### src/hdl/tst_pkg.sv
// ============================================================================
// tst_pkg - touch slot tracker shared definitions
// Event and action codes, register indexes, controller/datapath interface
// types and the position scaling function.
// ============================================================================
package tst_pkg;

    localparam int POS_W        = 16;
    localparam int PTR_W        = 4;
    localparam int ACT_W        = 3;
    localparam int EV_W         = 3;
    localparam int SLOT_OUT_W   = 3;
    localparam int CFG_IDX_W    = 8;
    localparam int CFG_DATA_W   = 16;
    localparam int MAX_POINTERS = 16;

    localparam logic [CFG_IDX_W-1:0] REG_INVERSE_SCALE = 8'd0;
    localparam logic [CFG_IDX_W-1:0] REG_MOVE_THRESHOLD = 8'd1;

    localparam logic [CFG_DATA_W-1:0] INVERSE_SCALE_RST = 16'd4096;
    localparam logic [CFG_DATA_W-1:0] MOVE_THRESHOLD_RST = 16'd0;

    localparam logic [ACT_W-1:0] ACT_DOWN       = 3'd0;
    localparam logic [ACT_W-1:0] ACT_PTR_DOWN   = 3'd1;
    localparam logic [ACT_W-1:0] ACT_MOVE       = 3'd2;
    localparam logic [ACT_W-1:0] ACT_PTR_UP     = 3'd3;
    localparam logic [ACT_W-1:0] ACT_UP         = 3'd4;

    localparam logic KIND_RESET = 1'b1;

    localparam logic [EV_W-1:0] EV_ON     = 3'd0;
    localparam logic [EV_W-1:0] EV_DRAG   = 3'd1;
    localparam logic [EV_W-1:0] EV_MOVE   = 3'd2;
    localparam logic [EV_W-1:0] EV_OFF    = 3'd3;
    localparam logic [EV_W-1:0] EV_CANCEL = 3'd4;

    typedef enum logic [2:0] {
        ST_IDLE,
        ST_LOOKUP,
        ST_MUL_Y,
        ST_SQ_X,
        ST_SQ_Y,
        ST_COMMIT,
        ST_CANCEL
    } state_t;

    typedef enum logic [1:0] {
        MUL_X,
        MUL_Y,
        MUL_DX,
        MUL_DY
    } mul_sel_t;

    typedef struct packed {
        logic     load;
        logic     lookup;
        logic     mul_en;
        mul_sel_t mul_sel;
        logic     sat_x;
        logic     sat_y;
        logic     save_sq;
        logic     commit;
        logic     cancel_step;
    } cmd_t;

    typedef struct packed {
        logic out_free;
        logic cur_down;
        logic idx_last;
    } status_t;

    // (p + 2048) >> 12, rounded to nearest and saturated to the position range
    function automatic logic [POS_W-1:0] round_sat(input logic [31:0] p);
        logic [32:0] r;
        r = {1'b0, p} + 33'd2048;
        if (r[32:12] > 21'd65535) begin
            return 16'hFFFF;
        end else begin
            return r[27:12];
        end
    endfunction

endpackage

### src/hdl/touch_slot_tracker.sv
// ============================================================================
// touch_slot_tracker - multi-touch pointer slot tracker
// Maps pointer indices of motion events to a table of slots and emits on,
// drag, move, off and cancel events with scaled positions.
// ============================================================================
// One input transaction is processed at a time. A pointer record is taken
// in the idle state and its result is registered at the commit: the single
// shared 16x16 multiplier is used four times in turn (x scale, y scale, dx
// squared, dy squared) before the commit state. A reset visits one slot per
// cycle, unless back-pressure holds it, and emits its cancels in slot order.
// Back-pressure on the result channel adds stall cycles at the commit or at
// each cancel. Configuration writes are always ready and take effect in the
// next cycle.
module touch_slot_tracker #(
    parameter int NUM_SLOTS = 5
) (
    input  logic                                aclk,
    input  logic                                aresetn,

    input  logic                                s_valid,
    output logic                                s_ready,
    input  logic                                s_kind,
    input  logic [tst_pkg::ACT_W-1:0]           s_action,
    input  logic [tst_pkg::PTR_W-1:0]           s_action_pointer,
    input  logic [tst_pkg::PTR_W-1:0]           s_pointer_index,
    input  logic [tst_pkg::POS_W-1:0]           s_pos_x,
    input  logic [tst_pkg::POS_W-1:0]           s_pos_y,
    input  logic                                s_last_pointer,

    output logic                                m_valid,
    input  logic                                m_ready,
    output logic [tst_pkg::EV_W-1:0]            m_event_kind,
    output logic [tst_pkg::SLOT_OUT_W-1:0]      m_slot,
    output logic [tst_pkg::POS_W-1:0]           m_old_x,
    output logic [tst_pkg::POS_W-1:0]           m_old_y,
    output logic [tst_pkg::POS_W-1:0]           m_new_x,
    output logic [tst_pkg::POS_W-1:0]           m_new_y,
    output logic                                m_last_result,

    input  logic                                cfg_valid,
    output logic                                cfg_ready,
    input  logic [tst_pkg::CFG_IDX_W-1:0]       cfg_index,
    input  logic [tst_pkg::CFG_DATA_W-1:0]      cfg_data
);

    tst_pkg::cmd_t    cmd;
    tst_pkg::status_t status;

    assign cfg_ready = 1'b1;

    tst_ctrl u_ctrl (
        .aclk    (aclk),
        .aresetn (aresetn),
        .s_valid (s_valid),
        .s_kind  (s_kind),
        .s_ready (s_ready),
        .status  (status),
        .cmd     (cmd)
    );

    tst_datapath #(
        .NUM_SLOTS (NUM_SLOTS)
    ) u_datapath (
        .aclk             (aclk),
        .aresetn          (aresetn),
        .cmd              (cmd),
        .status           (status),
        .s_action         (s_action),
        .s_action_pointer (s_action_pointer),
        .s_pointer_index  (s_pointer_index),
        .s_pos_x          (s_pos_x),
        .s_pos_y          (s_pos_y),
        .s_last_pointer   (s_last_pointer),
        .m_valid          (m_valid),
        .m_ready          (m_ready),
        .m_event_kind     (m_event_kind),
        .m_slot           (m_slot),
        .m_old_x          (m_old_x),
        .m_old_y          (m_old_y),
        .m_new_x          (m_new_x),
        .m_new_y          (m_new_y),
        .m_last_result    (m_last_result),
        .cfg_valid        (cfg_valid),
        .cfg_index        (cfg_index),
        .cfg_data         (cfg_data)
    );

endmodule

### src/hdl/tst_ctrl.sv
// ============================================================================
// tst_ctrl - touch slot tracker controller
// Sequences one input transaction at a time through the shared datapath:
// lookup, scaling, distance and commit for pointer records, a slot sweep
// for resets.
// ============================================================================
module tst_ctrl (
    input  logic              aclk,
    input  logic              aresetn,
    input  logic              s_valid,
    input  logic              s_kind,
    output logic              s_ready,
    input  tst_pkg::status_t  status,
    output tst_pkg::cmd_t     cmd
);

    tst_pkg::state_t state_reg, state_next;

    always_ff @(posedge aclk) begin
        if (!aresetn) begin
            state_reg <= tst_pkg::ST_IDLE;
        end else begin
            state_reg <= state_next;
        end
    end

    always_comb begin
        state_next      = state_reg;
        cmd             = '0;
        cmd.mul_sel     = tst_pkg::MUL_X;
        s_ready         = 1'b0;
        unique case (state_reg)
            tst_pkg::ST_IDLE: begin
                s_ready = 1'b1;
                if (s_valid) begin
                    cmd.load   = 1'b1;
                    state_next = (s_kind == tst_pkg::KIND_RESET) ? tst_pkg::ST_CANCEL
                                                                 : tst_pkg::ST_LOOKUP;
                end
            end
            tst_pkg::ST_LOOKUP: begin
                cmd.lookup  = 1'b1;
                cmd.mul_en  = 1'b1;
                cmd.mul_sel = tst_pkg::MUL_X;
                state_next  = tst_pkg::ST_MUL_Y;
            end
            tst_pkg::ST_MUL_Y: begin
                cmd.sat_x   = 1'b1;
                cmd.mul_en  = 1'b1;
                cmd.mul_sel = tst_pkg::MUL_Y;
                state_next  = tst_pkg::ST_SQ_X;
            end
            tst_pkg::ST_SQ_X: begin
                cmd.sat_y   = 1'b1;
                cmd.mul_en  = 1'b1;
                cmd.mul_sel = tst_pkg::MUL_DX;
                state_next  = tst_pkg::ST_SQ_Y;
            end
            tst_pkg::ST_SQ_Y: begin
                cmd.save_sq = 1'b1;
                cmd.mul_en  = 1'b1;
                cmd.mul_sel = tst_pkg::MUL_DY;
                state_next  = tst_pkg::ST_COMMIT;
            end
            tst_pkg::ST_COMMIT: begin
                if (status.out_free) begin
                    cmd.commit = 1'b1;
                    state_next = tst_pkg::ST_IDLE;
                end
            end
            tst_pkg::ST_CANCEL: begin
                if (status.out_free || !status.cur_down) begin
                    cmd.cancel_step = 1'b1;
                    if (status.idx_last) begin
                        state_next = tst_pkg::ST_IDLE;
                    end
                end
            end
            default: begin
                state_next = tst_pkg::ST_IDLE;
            end
        endcase
    end

endmodule

### src/hdl/tst_datapath.sv
// ============================================================================
// tst_datapath - touch slot tracker datapath
// Slot table, configuration registers, shared 16x16 multiplier, event
// decision and the output register.
// ============================================================================
module tst_datapath #(
    parameter int NUM_SLOTS = 5
) (
    input  logic                                aclk,
    input  logic                                aresetn,
    input  tst_pkg::cmd_t                       cmd,
    output tst_pkg::status_t                    status,

    input  logic [tst_pkg::ACT_W-1:0]           s_action,
    input  logic [tst_pkg::PTR_W-1:0]           s_action_pointer,
    input  logic [tst_pkg::PTR_W-1:0]           s_pointer_index,
    input  logic [tst_pkg::POS_W-1:0]           s_pos_x,
    input  logic [tst_pkg::POS_W-1:0]           s_pos_y,
    input  logic                                s_last_pointer,

    output logic                                m_valid,
    input  logic                                m_ready,
    output logic [tst_pkg::EV_W-1:0]            m_event_kind,
    output logic [tst_pkg::SLOT_OUT_W-1:0]      m_slot,
    output logic [tst_pkg::POS_W-1:0]           m_old_x,
    output logic [tst_pkg::POS_W-1:0]           m_old_y,
    output logic [tst_pkg::POS_W-1:0]           m_new_x,
    output logic [tst_pkg::POS_W-1:0]           m_new_y,
    output logic                                m_last_result,

    input  logic                                cfg_valid,
    input  logic [tst_pkg::CFG_IDX_W-1:0]       cfg_index,
    input  logic [tst_pkg::CFG_DATA_W-1:0]      cfg_data
);

    localparam int SLOT_W = (NUM_SLOTS > 1) ? $clog2(NUM_SLOTS) : 1;
    localparam logic [SLOT_W-1:0] LAST_IDX = SLOT_W'(NUM_SLOTS - 1);

    logic [tst_pkg::CFG_DATA_W-1:0] inv_scale_reg;
    logic [tst_pkg::CFG_DATA_W-1:0] thresh_reg;

    logic [tst_pkg::ACT_W-1:0] action_reg;
    logic [tst_pkg::PTR_W-1:0] aptr_reg;
    logic [tst_pkg::PTR_W-1:0] ptr_reg;
    logic [tst_pkg::POS_W-1:0] px_reg;
    logic [tst_pkg::POS_W-1:0] py_reg;
    logic                      last_reg;

    logic                      slot_used_reg  [NUM_SLOTS];
    logic [tst_pkg::PTR_W-1:0] slot_owner_reg [NUM_SLOTS];
    logic                      slot_down_reg  [NUM_SLOTS];
    logic [tst_pkg::POS_W-1:0] slot_x_reg     [NUM_SLOTS];
    logic [tst_pkg::POS_W-1:0] slot_y_reg     [NUM_SLOTS];

    logic [SLOT_W-1:0] idx_reg;
    logic              slot_ok_reg;
    logic              alloc_reg;
    logic [31:0]       mul_reg;
    logic [31:0]       d2x_reg;
    logic [tst_pkg::POS_W-1:0] nx_reg;
    logic [tst_pkg::POS_W-1:0] ny_reg;

    logic                       out_valid_reg;
    logic [tst_pkg::EV_W-1:0]   out_ev_reg;
    logic [SLOT_W-1:0]          out_slot_reg;
    logic [tst_pkg::POS_W-1:0]  out_ox_reg;
    logic [tst_pkg::POS_W-1:0]  out_oy_reg;
    logic [tst_pkg::POS_W-1:0]  out_nx_reg;
    logic [tst_pkg::POS_W-1:0]  out_ny_reg;
    logic                       out_last_reg;

    logic              found, any_free;
    logic [SLOT_W-1:0] find_idx, free_idx;
    logic              eligible;
    logic [tst_pkg::POS_W-1:0] ox, oy, abs_dx, abs_dy, mul_a, mul_b;
    logic [31:0]       mul_prod;
    logic [32:0]       d2;
    logic              was, on_w, moved, emit, down_above, out_free, do_release;
    logic [tst_pkg::EV_W-1:0] ev;

    // slot lookup
    always_comb begin
        found    = 1'b0;
        any_free = 1'b0;
        find_idx = '0;
        free_idx = '0;
        for (int i = NUM_SLOTS - 1; i >= 0; i--) begin
            if (slot_used_reg[i] && slot_owner_reg[i] == ptr_reg) begin
                found    = 1'b1;
                find_idx = SLOT_W'(i);
            end
            if (!slot_used_reg[i]) begin
                any_free = 1'b1;
                free_idx = SLOT_W'(i);
            end
        end
    end

    assign eligible = (action_reg <= tst_pkg::ACT_UP) &&
                      ({28'd0, ptr_reg} < 32'(tst_pkg::MAX_POINTERS));

    assign ox     = slot_x_reg[idx_reg];
    assign oy     = slot_y_reg[idx_reg];
    assign abs_dx = (nx_reg >= ox) ? (nx_reg - ox) : (ox - nx_reg);
    assign abs_dy = (ny_reg >= oy) ? (ny_reg - oy) : (oy - ny_reg);

    always_comb begin
        unique case (cmd.mul_sel)
            tst_pkg::MUL_X:  begin mul_a = px_reg; mul_b = inv_scale_reg; end
            tst_pkg::MUL_Y:  begin mul_a = py_reg; mul_b = inv_scale_reg; end
            tst_pkg::MUL_DX: begin mul_a = abs_dx; mul_b = abs_dx;        end
            tst_pkg::MUL_DY: begin mul_a = abs_dy; mul_b = abs_dy;        end
            default:         begin mul_a = px_reg; mul_b = inv_scale_reg; end
        endcase
    end

    assign mul_prod = {16'd0, mul_a} * {16'd0, mul_b};

    // event decision
    assign d2    = {1'b0, d2x_reg} + {1'b0, mul_reg};
    assign was   = slot_down_reg[idx_reg];
    assign on_w  = !((action_reg == tst_pkg::ACT_PTR_UP || action_reg == tst_pkg::ACT_UP) &&
                     ptr_reg == aptr_reg);
    assign moved = (was == on_w) && (d2 > {17'd0, thresh_reg});

    always_comb begin
        emit = 1'b1;
        priority if (!was && on_w) begin
            ev = tst_pkg::EV_ON;
        end else if (moved) begin
            ev = on_w ? tst_pkg::EV_DRAG : tst_pkg::EV_MOVE;
        end else if (was && !on_w) begin
            ev = tst_pkg::EV_OFF;
        end else begin
            ev   = tst_pkg::EV_ON;
            emit = 1'b0;
        end
    end

    assign do_release = last_reg &&
                        (action_reg == tst_pkg::ACT_PTR_UP || action_reg == tst_pkg::ACT_UP);

    always_comb begin
        down_above = 1'b0;
        for (int i = 0; i < NUM_SLOTS; i++) begin
            if (SLOT_W'(i) > idx_reg && slot_down_reg[i]) begin
                down_above = 1'b1;
            end
        end
    end

    assign out_free        = !out_valid_reg || m_ready;
    assign status.out_free = out_free;
    assign status.cur_down = slot_down_reg[idx_reg];
    assign status.idx_last = (idx_reg == LAST_IDX);

    // configuration
    always_ff @(posedge aclk) begin
        if (!aresetn) begin
            inv_scale_reg <= tst_pkg::INVERSE_SCALE_RST;
            thresh_reg    <= tst_pkg::MOVE_THRESHOLD_RST;
        end else if (cfg_valid) begin
            if (cfg_index == tst_pkg::REG_INVERSE_SCALE) begin
                inv_scale_reg <= cfg_data;
            end else if (cfg_index == tst_pkg::REG_MOVE_THRESHOLD) begin
                thresh_reg <= cfg_data;
            end
        end
    end

    // transaction payload and arithmetic
    always_ff @(posedge aclk) begin
        if (cmd.load) begin
            action_reg <= s_action;
            aptr_reg   <= s_action_pointer;
            ptr_reg    <= s_pointer_index;
            px_reg     <= s_pos_x;
            py_reg     <= s_pos_y;
            last_reg   <= s_last_pointer;
        end
        if (cmd.mul_en) begin
            mul_reg <= mul_prod;
        end
        if (cmd.sat_x) begin
            nx_reg <= tst_pkg::round_sat(mul_reg);
        end
        if (cmd.sat_y) begin
            ny_reg <= tst_pkg::round_sat(mul_reg);
        end
        if (cmd.save_sq) begin
            d2x_reg <= mul_reg;
        end
        if (cmd.lookup) begin
            alloc_reg <= eligible && !found && (action_reg <= tst_pkg::ACT_PTR_DOWN) && any_free;
        end
    end

    // slot table and control
    always_ff @(posedge aclk) begin
        if (!aresetn) begin
            idx_reg     <= '0;
            slot_ok_reg <= 1'b0;
            for (int i = 0; i < NUM_SLOTS; i++) begin
                slot_used_reg[i]  <= 1'b0;
                slot_owner_reg[i] <= '0;
                slot_down_reg[i]  <= 1'b0;
                slot_x_reg[i]     <= '0;
                slot_y_reg[i]     <= '0;
            end
        end else begin
            if (cmd.load) begin
                idx_reg <= '0;
            end
            if (cmd.lookup) begin
                idx_reg     <= found ? find_idx : free_idx;
                slot_ok_reg <= eligible &&
                               (found || ((action_reg <= tst_pkg::ACT_PTR_DOWN) && any_free));
            end
            if (cmd.commit) begin
                if (slot_ok_reg) begin
                    slot_down_reg[idx_reg] <= on_w;
                    slot_x_reg[idx_reg]    <= nx_reg;
                    slot_y_reg[idx_reg]    <= ny_reg;
                    if (alloc_reg) begin
                        slot_used_reg[idx_reg]  <= 1'b1;
                        slot_owner_reg[idx_reg] <= ptr_reg;
                    end
                end
                if (do_release) begin
                    for (int i = 0; i < NUM_SLOTS; i++) begin
                        if (slot_used_reg[i]) begin
                            if (slot_owner_reg[i] == aptr_reg) begin
                                slot_used_reg[i]  <= 1'b0;
                                slot_owner_reg[i] <= '0;
                            end else if (slot_owner_reg[i] > aptr_reg) begin
                                slot_owner_reg[i] <= slot_owner_reg[i] - 1'b1;
                            end
                        end
                    end
                end
            end
            if (cmd.cancel_step) begin
                slot_down_reg[idx_reg] <= 1'b0;
                if (idx_reg != LAST_IDX) begin
                    idx_reg <= idx_reg + 1'b1;
                end
            end
        end
    end

    // output register
    always_ff @(posedge aclk) begin
        if (!aresetn) begin
            out_valid_reg <= 1'b0;
        end else if (cmd.commit && slot_ok_reg && emit) begin
            out_valid_reg <= 1'b1;
        end else if (cmd.cancel_step && slot_down_reg[idx_reg]) begin
            out_valid_reg <= 1'b1;
        end else if (m_ready) begin
            out_valid_reg <= 1'b0;
        end
    end

    always_ff @(posedge aclk) begin
        if (cmd.commit && slot_ok_reg && emit) begin
            out_ev_reg   <= ev;
            out_slot_reg <= idx_reg;
            out_ox_reg   <= ox;
            out_oy_reg   <= oy;
            out_nx_reg   <= nx_reg;
            out_ny_reg   <= ny_reg;
            out_last_reg <= 1'b1;
        end else if (cmd.cancel_step && slot_down_reg[idx_reg]) begin
            out_ev_reg   <= tst_pkg::EV_CANCEL;
            out_slot_reg <= idx_reg;
            out_ox_reg   <= ox;
            out_oy_reg   <= oy;
            out_nx_reg   <= ox;
            out_ny_reg   <= oy;
            out_last_reg <= !down_above;
        end
    end

    assign m_valid       = out_valid_reg;
    assign m_event_kind  = out_ev_reg;
    assign m_slot        = tst_pkg::SLOT_OUT_W'(out_slot_reg);
    assign m_old_x       = out_ox_reg;
    assign m_old_y       = out_oy_reg;
    assign m_new_x       = out_nx_reg;
    assign m_new_y       = out_ny_reg;
    assign m_last_result = out_last_reg;

endmodule

### config.mk
export PLATFORM = sky130hd
export DESIGN_NAME = touch_slot_tracker
export DESIGN_NICKNAME = d
export VERILOG_FILES = /design/src/hdl/tst_pkg.sv /design/src/hdl/touch_slot_tracker.sv /design/src/hdl/tst_ctrl.sv /design/src/hdl/tst_datapath.sv
export SDC_FILE = /design/constraint.sdc
export NUM_CORES = 2
export LEC_CHECK = 0
export BUFFER_PORTS_ARGS = -buffer_cell sky130_fd_sc_hd__buf_2
export CORE_MARGIN = 5
export CORE_UTILIZATION = 50
export CTS_BUF_LIST = sky130_fd_sc_hd__clkbuf_8
export DETAILED_ROUTE_END_ITERATION = 16
export GPL_ROUTABILITY_DRIVEN = 0
export MAX_ROUTING_LAYER = met4
export PLACE_DENSITY_LB_ADDON = 0.25
export SLEW_MARGIN = 20
export SYNTH_ARGS = -nofsm -noshare
export SYNTH_HDL_FRONTEND = slang
export SYNTH_SLANG_ARGS = --single-unit
### constraint.sdc
create_clock -name aclk -period 29.8 [get_ports aclk]
set_clock_uncertainty 0.1 [all_clocks]
set_input_delay 5.96 -clock aclk [delete_from_list [all_inputs] [get_ports aclk]]
set_output_delay 5.96 -clock aclk [all_outputs]
set_load 0.02 [all_outputs]
# Word-level counts from Yosys, hierarchy flattened
# Memory sizes are Yosys's and may differ from the RTL's. A register that Yosys moved wholly into a read port is not among the register bits.
# Cells that the tools add are included.
[op_classes]
add_sub_neg = 12
n_mul = 1
magnitude_cmp = 16
eq_ne = 45
muxes = 179
bitwise = 62
reduce_logical = 44
[ops]
columns = ["op", "n"]
rows = [
  ["$mux W16", 11],
  ["$mux W1", 120],
  ["$mux W3", 32],
  ["$pmux W16 S4", 1],
  ["$sub A16 B16 Y16", 4],
  ["$eq A3 B3 Y1 const B", 20],
  ["$pmux W16 S3", 1],
  ["$eq A4 B4 Y1", 11],
  ["$mux W4", 10],
  ["$add A32 B12 Y33 const B", 1],
  ["$add A32 B32 Y33", 1],
  ["$gt A33 B16 Y1", 1],
  ["$ge A16 B16 Y1", 2],
  ["$mul A16 B16 Y32", 1],
  ["$reduce_or A16 Y1", 2],
  ["$and A1 B1 Y1", 30],
  ["$logic_and A1 B1 Y1", 23],
  ["$gt A21 B16 Y1 const B", 1],
  ["$pmux W3 S7", 1],
  ["$gt A4 B4 Y1", 5],
  ["$sub A4 B1 Y4 const B", 5],
  ["$not A1 Y1", 16],
  ["$or A1 B1 Y1", 16],
  ["$pmux W3 S4", 1],
  ["other kinds (28)", 43],
]
[word_totals]
register_bits = 252
ramBits = 190
inputBits = 74
out_inout_bits = 74
wordCells = 388
memories = 5
[memory_table]
columns = ["memory", "words", "width", "read_ports", "rd_clocked_by_memory_dff", "wr", "line", "text"]
rows = [
  ["u_datapath.slot_x_reg", 5, 16, 1, 1, 5, "tst_datapath.sv:52", "logic [tst_pkg::POS_W-1:0] slot_x_reg [NUM_SLOTS];"],
  ["u_datapath.slot_y_reg", 5, 16, 1, 1, 5, "tst_datapath.sv:53", "logic [tst_pkg::POS_W-1:0] slot_y_reg [NUM_SLOTS];"],
  ["u_datapath.slot_owner_reg", 5, 4, 5, 0, 6, "tst_datapath.sv:50", "logic [tst_pkg::PTR_W-1:0] slot_owner_reg [NUM_SLOTS];"],
  ["u_datapath.slot_down_reg", 5, 1, 6, 1, 5, "tst_datapath.sv:51", "logic slot_down_reg [NUM_SLOTS];"],
  ["u_datapath.slot_used_reg", 5, 1, 5, 0, 6, "tst_datapath.sv:49", "logic slot_used_reg [NUM_SLOTS];"],
]

# Depth between registers and ports, before layout
# An unclocked memory read counts as a cell.
[depth]
depth_word = 20
ltp_mapped = 44
mapped_depth_nobuf = 41

# By module
# From an unflattened synthesis, not the netlist that was laid out.
[unflattened]
cells_unflattened = 3385
hier_area_um2 = 36366.1
[by_module_without_submodules]
columns = ["mod", "n_inst", "cells_each", "area_per_inst_um2", "seq_area_each_um2"]
rows = [
  ["tst_datapath", 1, 3348, 36055.8, 15675.0],
  ["tst_ctrl", 1, 35, 299.0, 60.1],
  ["touch_slot_tracker", 1, 2, 11.3, 0.0],
]

# Worst setup path before layout
# No wires, ideal clock.
[synth_path]
path_type = "reg-to-reg"
startpoint = "register, netlist name u_datapath.idx_reg[1]"
endpoint = "register u_datapath.mul_reg[30], data pin"
setup_ps = 263
arrival_ps = 10173
t_required_ps = 29437
slack_ps = 19264
stages_incl_launch_ff = 42
n_path_buf = 4
synth_period_minus_slack_ps = 10536
path_cell_list = "dfxtp_1 > clkinv_1 > nor3_1 > clkbuf_1 > buf_1 > a22oi_1 > nand4_1 > ha_1 > inv_1 > fa_1 > a21o_1 > a211o_1 > a41o_1 > o21ai_1 > nand2_1 > buf_1 > a211oi_1 > nor2_1 > (+6 left out) > fa_1 > fa_1 > fa_1 > inv_1 > fa_1 > inv_1 > fa_1 > inv_1 > ha_1 > nand2_1 > o311ai_0 > nand2_1 > o311a_1 > o21ai_0 > o21a_1 > a41oi_1 > a311oi_1 > xnor2_1"
[synth_rtl]
columns = ["item", "line", "text"]
rows = [
  ["end signal, assigned", "tst_datapath.sv:182", "mul_reg <= mul_prod;"],
  ["end, declared", "tst_datapath.sv:58", "logic [31:0] mul_reg;"],
]

==> impl_metrics.toml <==
[timing]
tns_ns = 0
relSlewSlack = 0.318
rsz0062_at_grt = "no"
slew_violations = 0
post-route-period-util = 0.438
fmax_ghz = 0.0767
worst_pin_slew_ns = 1.02
fin_ws_ns = 16.75
hold_slack_ns = 0.369
post-route-min-period_ns = 13.05
setup_viol = 0
hold_violations = 0

[synth]
async_flop_share = 0
synthCells = 3378
synth.distinct_cells = 96
netlist_area_sq_um = 36300
synth_seq_area_share = 0.434
syn-num-nets = 3898
synth_edf_count = 490
ys_top_cells_by_area = "edfxtp_1, fa_1, ha_1"
yosys_warnings = 0
synth_top_cell_by_area = "edfxtp_1"
synth_seq_cells = 541
synth_top_area_share = 0.406
syn_avg_cell_area_sq_um = 10.7
ys.flop_type = "edfxtp_1"

[critical_path]
cpMaxStageDelayCell = "dfxtp_1"
r2r-end = "u_datapath.mul_reg[31]"
reg2reg_depth = 37
startpoint_type = "register"
critical_path_required_ns = 30.13
worst-setup-path-type = "register to register"
crit_fanout = 33
end_kind = "register"
critPathMaxStageDelay_ns = 0.74
cpMostUsedCell = "fa_1"
cp_data_arrival_time_ns = 13.38
timing.rr.start = "u_datapath.idx_reg[1]"
r2r_slack_ns = 16.75

[route]
drtAntennaViolNets = 0
first_iter_violations = 2812
drc = 0
viasPerCell = 6.06
via_count = 27400
first_pass_iters = 8
avgRoutedWirePerCell_um = 23.4
wl_mm = 106

[pwr]
report.power.total_mw = 4.82
ir_drop_v = 0.000144
p_leak_nw = 16.1
powerDensity_nw_per_um2 = 121

[die]
coreArea_sq_um = 71700
row_count = 98
die_area_sq_um = 78100
initial_core_util = 0.506
ios = 148
fp.dieW_um = 279
die_h_um = 279

[job]
maxCapViolCount = 0

[clocking]
htreeDepth = 3
clk_latency_ns = 0.73
root_buffer = "clkbuf_8"
cts_setup_buffers = 0
cts.sinks = 541
cts-resized-gates = 0
ctsHoldBuffers = 0
clk_pin_slew_worst_paths_ns = 0.06
cts_buffers = 92
cts_tree = "done"
clk_path_buf_depth = 3

[min_path]
hold_depth = 0
hold_start = "u_datapath.mul_reg[2]"
hold_path_end = "u_datapath.d2x_reg[2]"
hold_class = "register to register"

[status]
status = "finished, final reports clean"

[placed_design]
post-place-ws_ns = 16.92
dpl.hpwl_mm = 74.4
placed_area_sq_um = 38000
io_buffer_count = 146

[final_layout]
nets = 4024
final_area_sq_um = 39800
syn_to_final_growth_pct = 9.80
drive_gt1_frac = 0.116

[global_routing]
overflow = 0
grtUsageTotal = 0.276
antenna_found_initial = 4
grt_max_degree = 94
grt_pass1_wl_mm = 163
grt_pass1_vias = 27200
worst max-delay path by stage:
stage,to,depth (start not counted),start,slack [ns]
4_1_cts,u_datapath.mul_reg[30],39,u_datapath.idx_reg[1],16.88
6_report,u_datapath.mul_reg[31],37,u_datapath.idx_reg[1],16.75
5_1_grt,u_datapath.mul_reg[30],38,u_datapath.idx_reg[1],16.04
2_1_floorplan,u_datapath.mul_reg[30],41,u_datapath.idx_reg[1],19.26
3_5_place_dp,u_datapath.mul_reg[30],39,u_datapath.idx_reg[1],16.92
3_3_place_gp,u_datapath.mul_reg[30],39,u_datapath.idx_reg[1],17.08
layout by cell type (no fill, tap or decap), types with 10 or more instances in the layout:
cell	netlist	final
a221oi_1	13	13
or3_1	12	12
ha_1	247	247
nand2b_1	38	38
and2_1	48	47
and4_1	11	11
inv_1	332	360
o31ai_1	27	27
fa_1	199	199
a21o_1	56	56
nand2_1	261	260
nor2_1	173	167
o211ai_1	19	19
o21a_1	27	27
o21bai_1	11	11
xor2_1	42	42
o22ai_1	17	17
edfxtp_1	490	490
mux2i_1	75	75
xnor2_1	62	61
nor3_1	200	193
nor2b_1	70	69
a211oi_1	19	18
and3_1	37	37
clkinv_2	0	15
buf_2	14	146
dfxtp_1	51	51
clkbuf_8	0	93
a32oi_1	10	10
buf_4	2	51
o21ai_0	94	89
nand4_1	42	42
a21oi_1	126	126
inv_2	31	31
a22oi_1	116	116
nand3_1	64	64
clkinv_1	3	17
a31oi_1	13	13
critical path: cells and delay by family (launching register included):
family                     cells  cell delay, ns
and+or+nand+nor                5            2.12
xor gates and xnor gates       1            0.13
muxes                          2            0.96
AOI/OAI and AO/OA             14            3.32
buffers and inverters          7            1.31
DFF                            1            0.74
adders and majority gates      8            3.98
final cells by class:
type / count / area (sq um)
Antenna cell: 3 / 7.51
Clock buffer: 93 / 1280
Tap cell: 950 / 1190
Fill cell: 6267 / 31900
Timing Repair Buffer: 198 / 1140
Clock inverter: 71 / 484
Sequential cell: 541 / 15700
Inverter: 366 / 1370
Multi-Input combinational cell: 2305 / 18600
metal layers:
metal | part of all wire | up-vias | GRT usage
met5 | 0 | - | -
met4 | 0.039 | 0 | 0.0973
met3 | 0.098 | 226 | 0.0607
met2 | 0.47 | 1349 | 0.437
met1 | 0.40 | 13500 | 0.354
li1 | - | 12400 | -
power by group:
group / internal, mW / switching (mW)
clock network: 0.338 / 0.318
registers: 1.01 / 0.0791
logic: 1.15 / 1.93
total: 2.50 / 2.32
kinds of logic after synthesis:
kind of cell	after synthesis	synth area share
other cells	1	0.000103
simple gates	1005	0.136
mux	82	0.0231
flops	541	0.434
fa+ha+maj	446	0.195
compound gates	667	0.130
buf+inv	532	0.0571
xor+xnor	104	0.0251
cell usage after synthesis (48+ instances only):
cell and number:
a21o_1 56, a21oi_1 126, a22oi_1 116, and2_1 48, clkbuf_1 137, dfxtp_1 51, edfxtp_1 490, fa_1 199
ha_1 247, inv_1 332, mux2i_1 75, nand2_1 261, nand3_1 64, nor2_1 173, nor2b_1 70, nor3_1 200
o21ai_0 94, xnor2_1 62
per-stage QoR:
stage,std cells,utilization
floorplan,3378,-
global placement,4359,0.530
detailed placement,4359,0.530
CTS,4523,0.555
global route,4527,0.555
finish,4527,0.555
(Power assumes the default switching activity.)
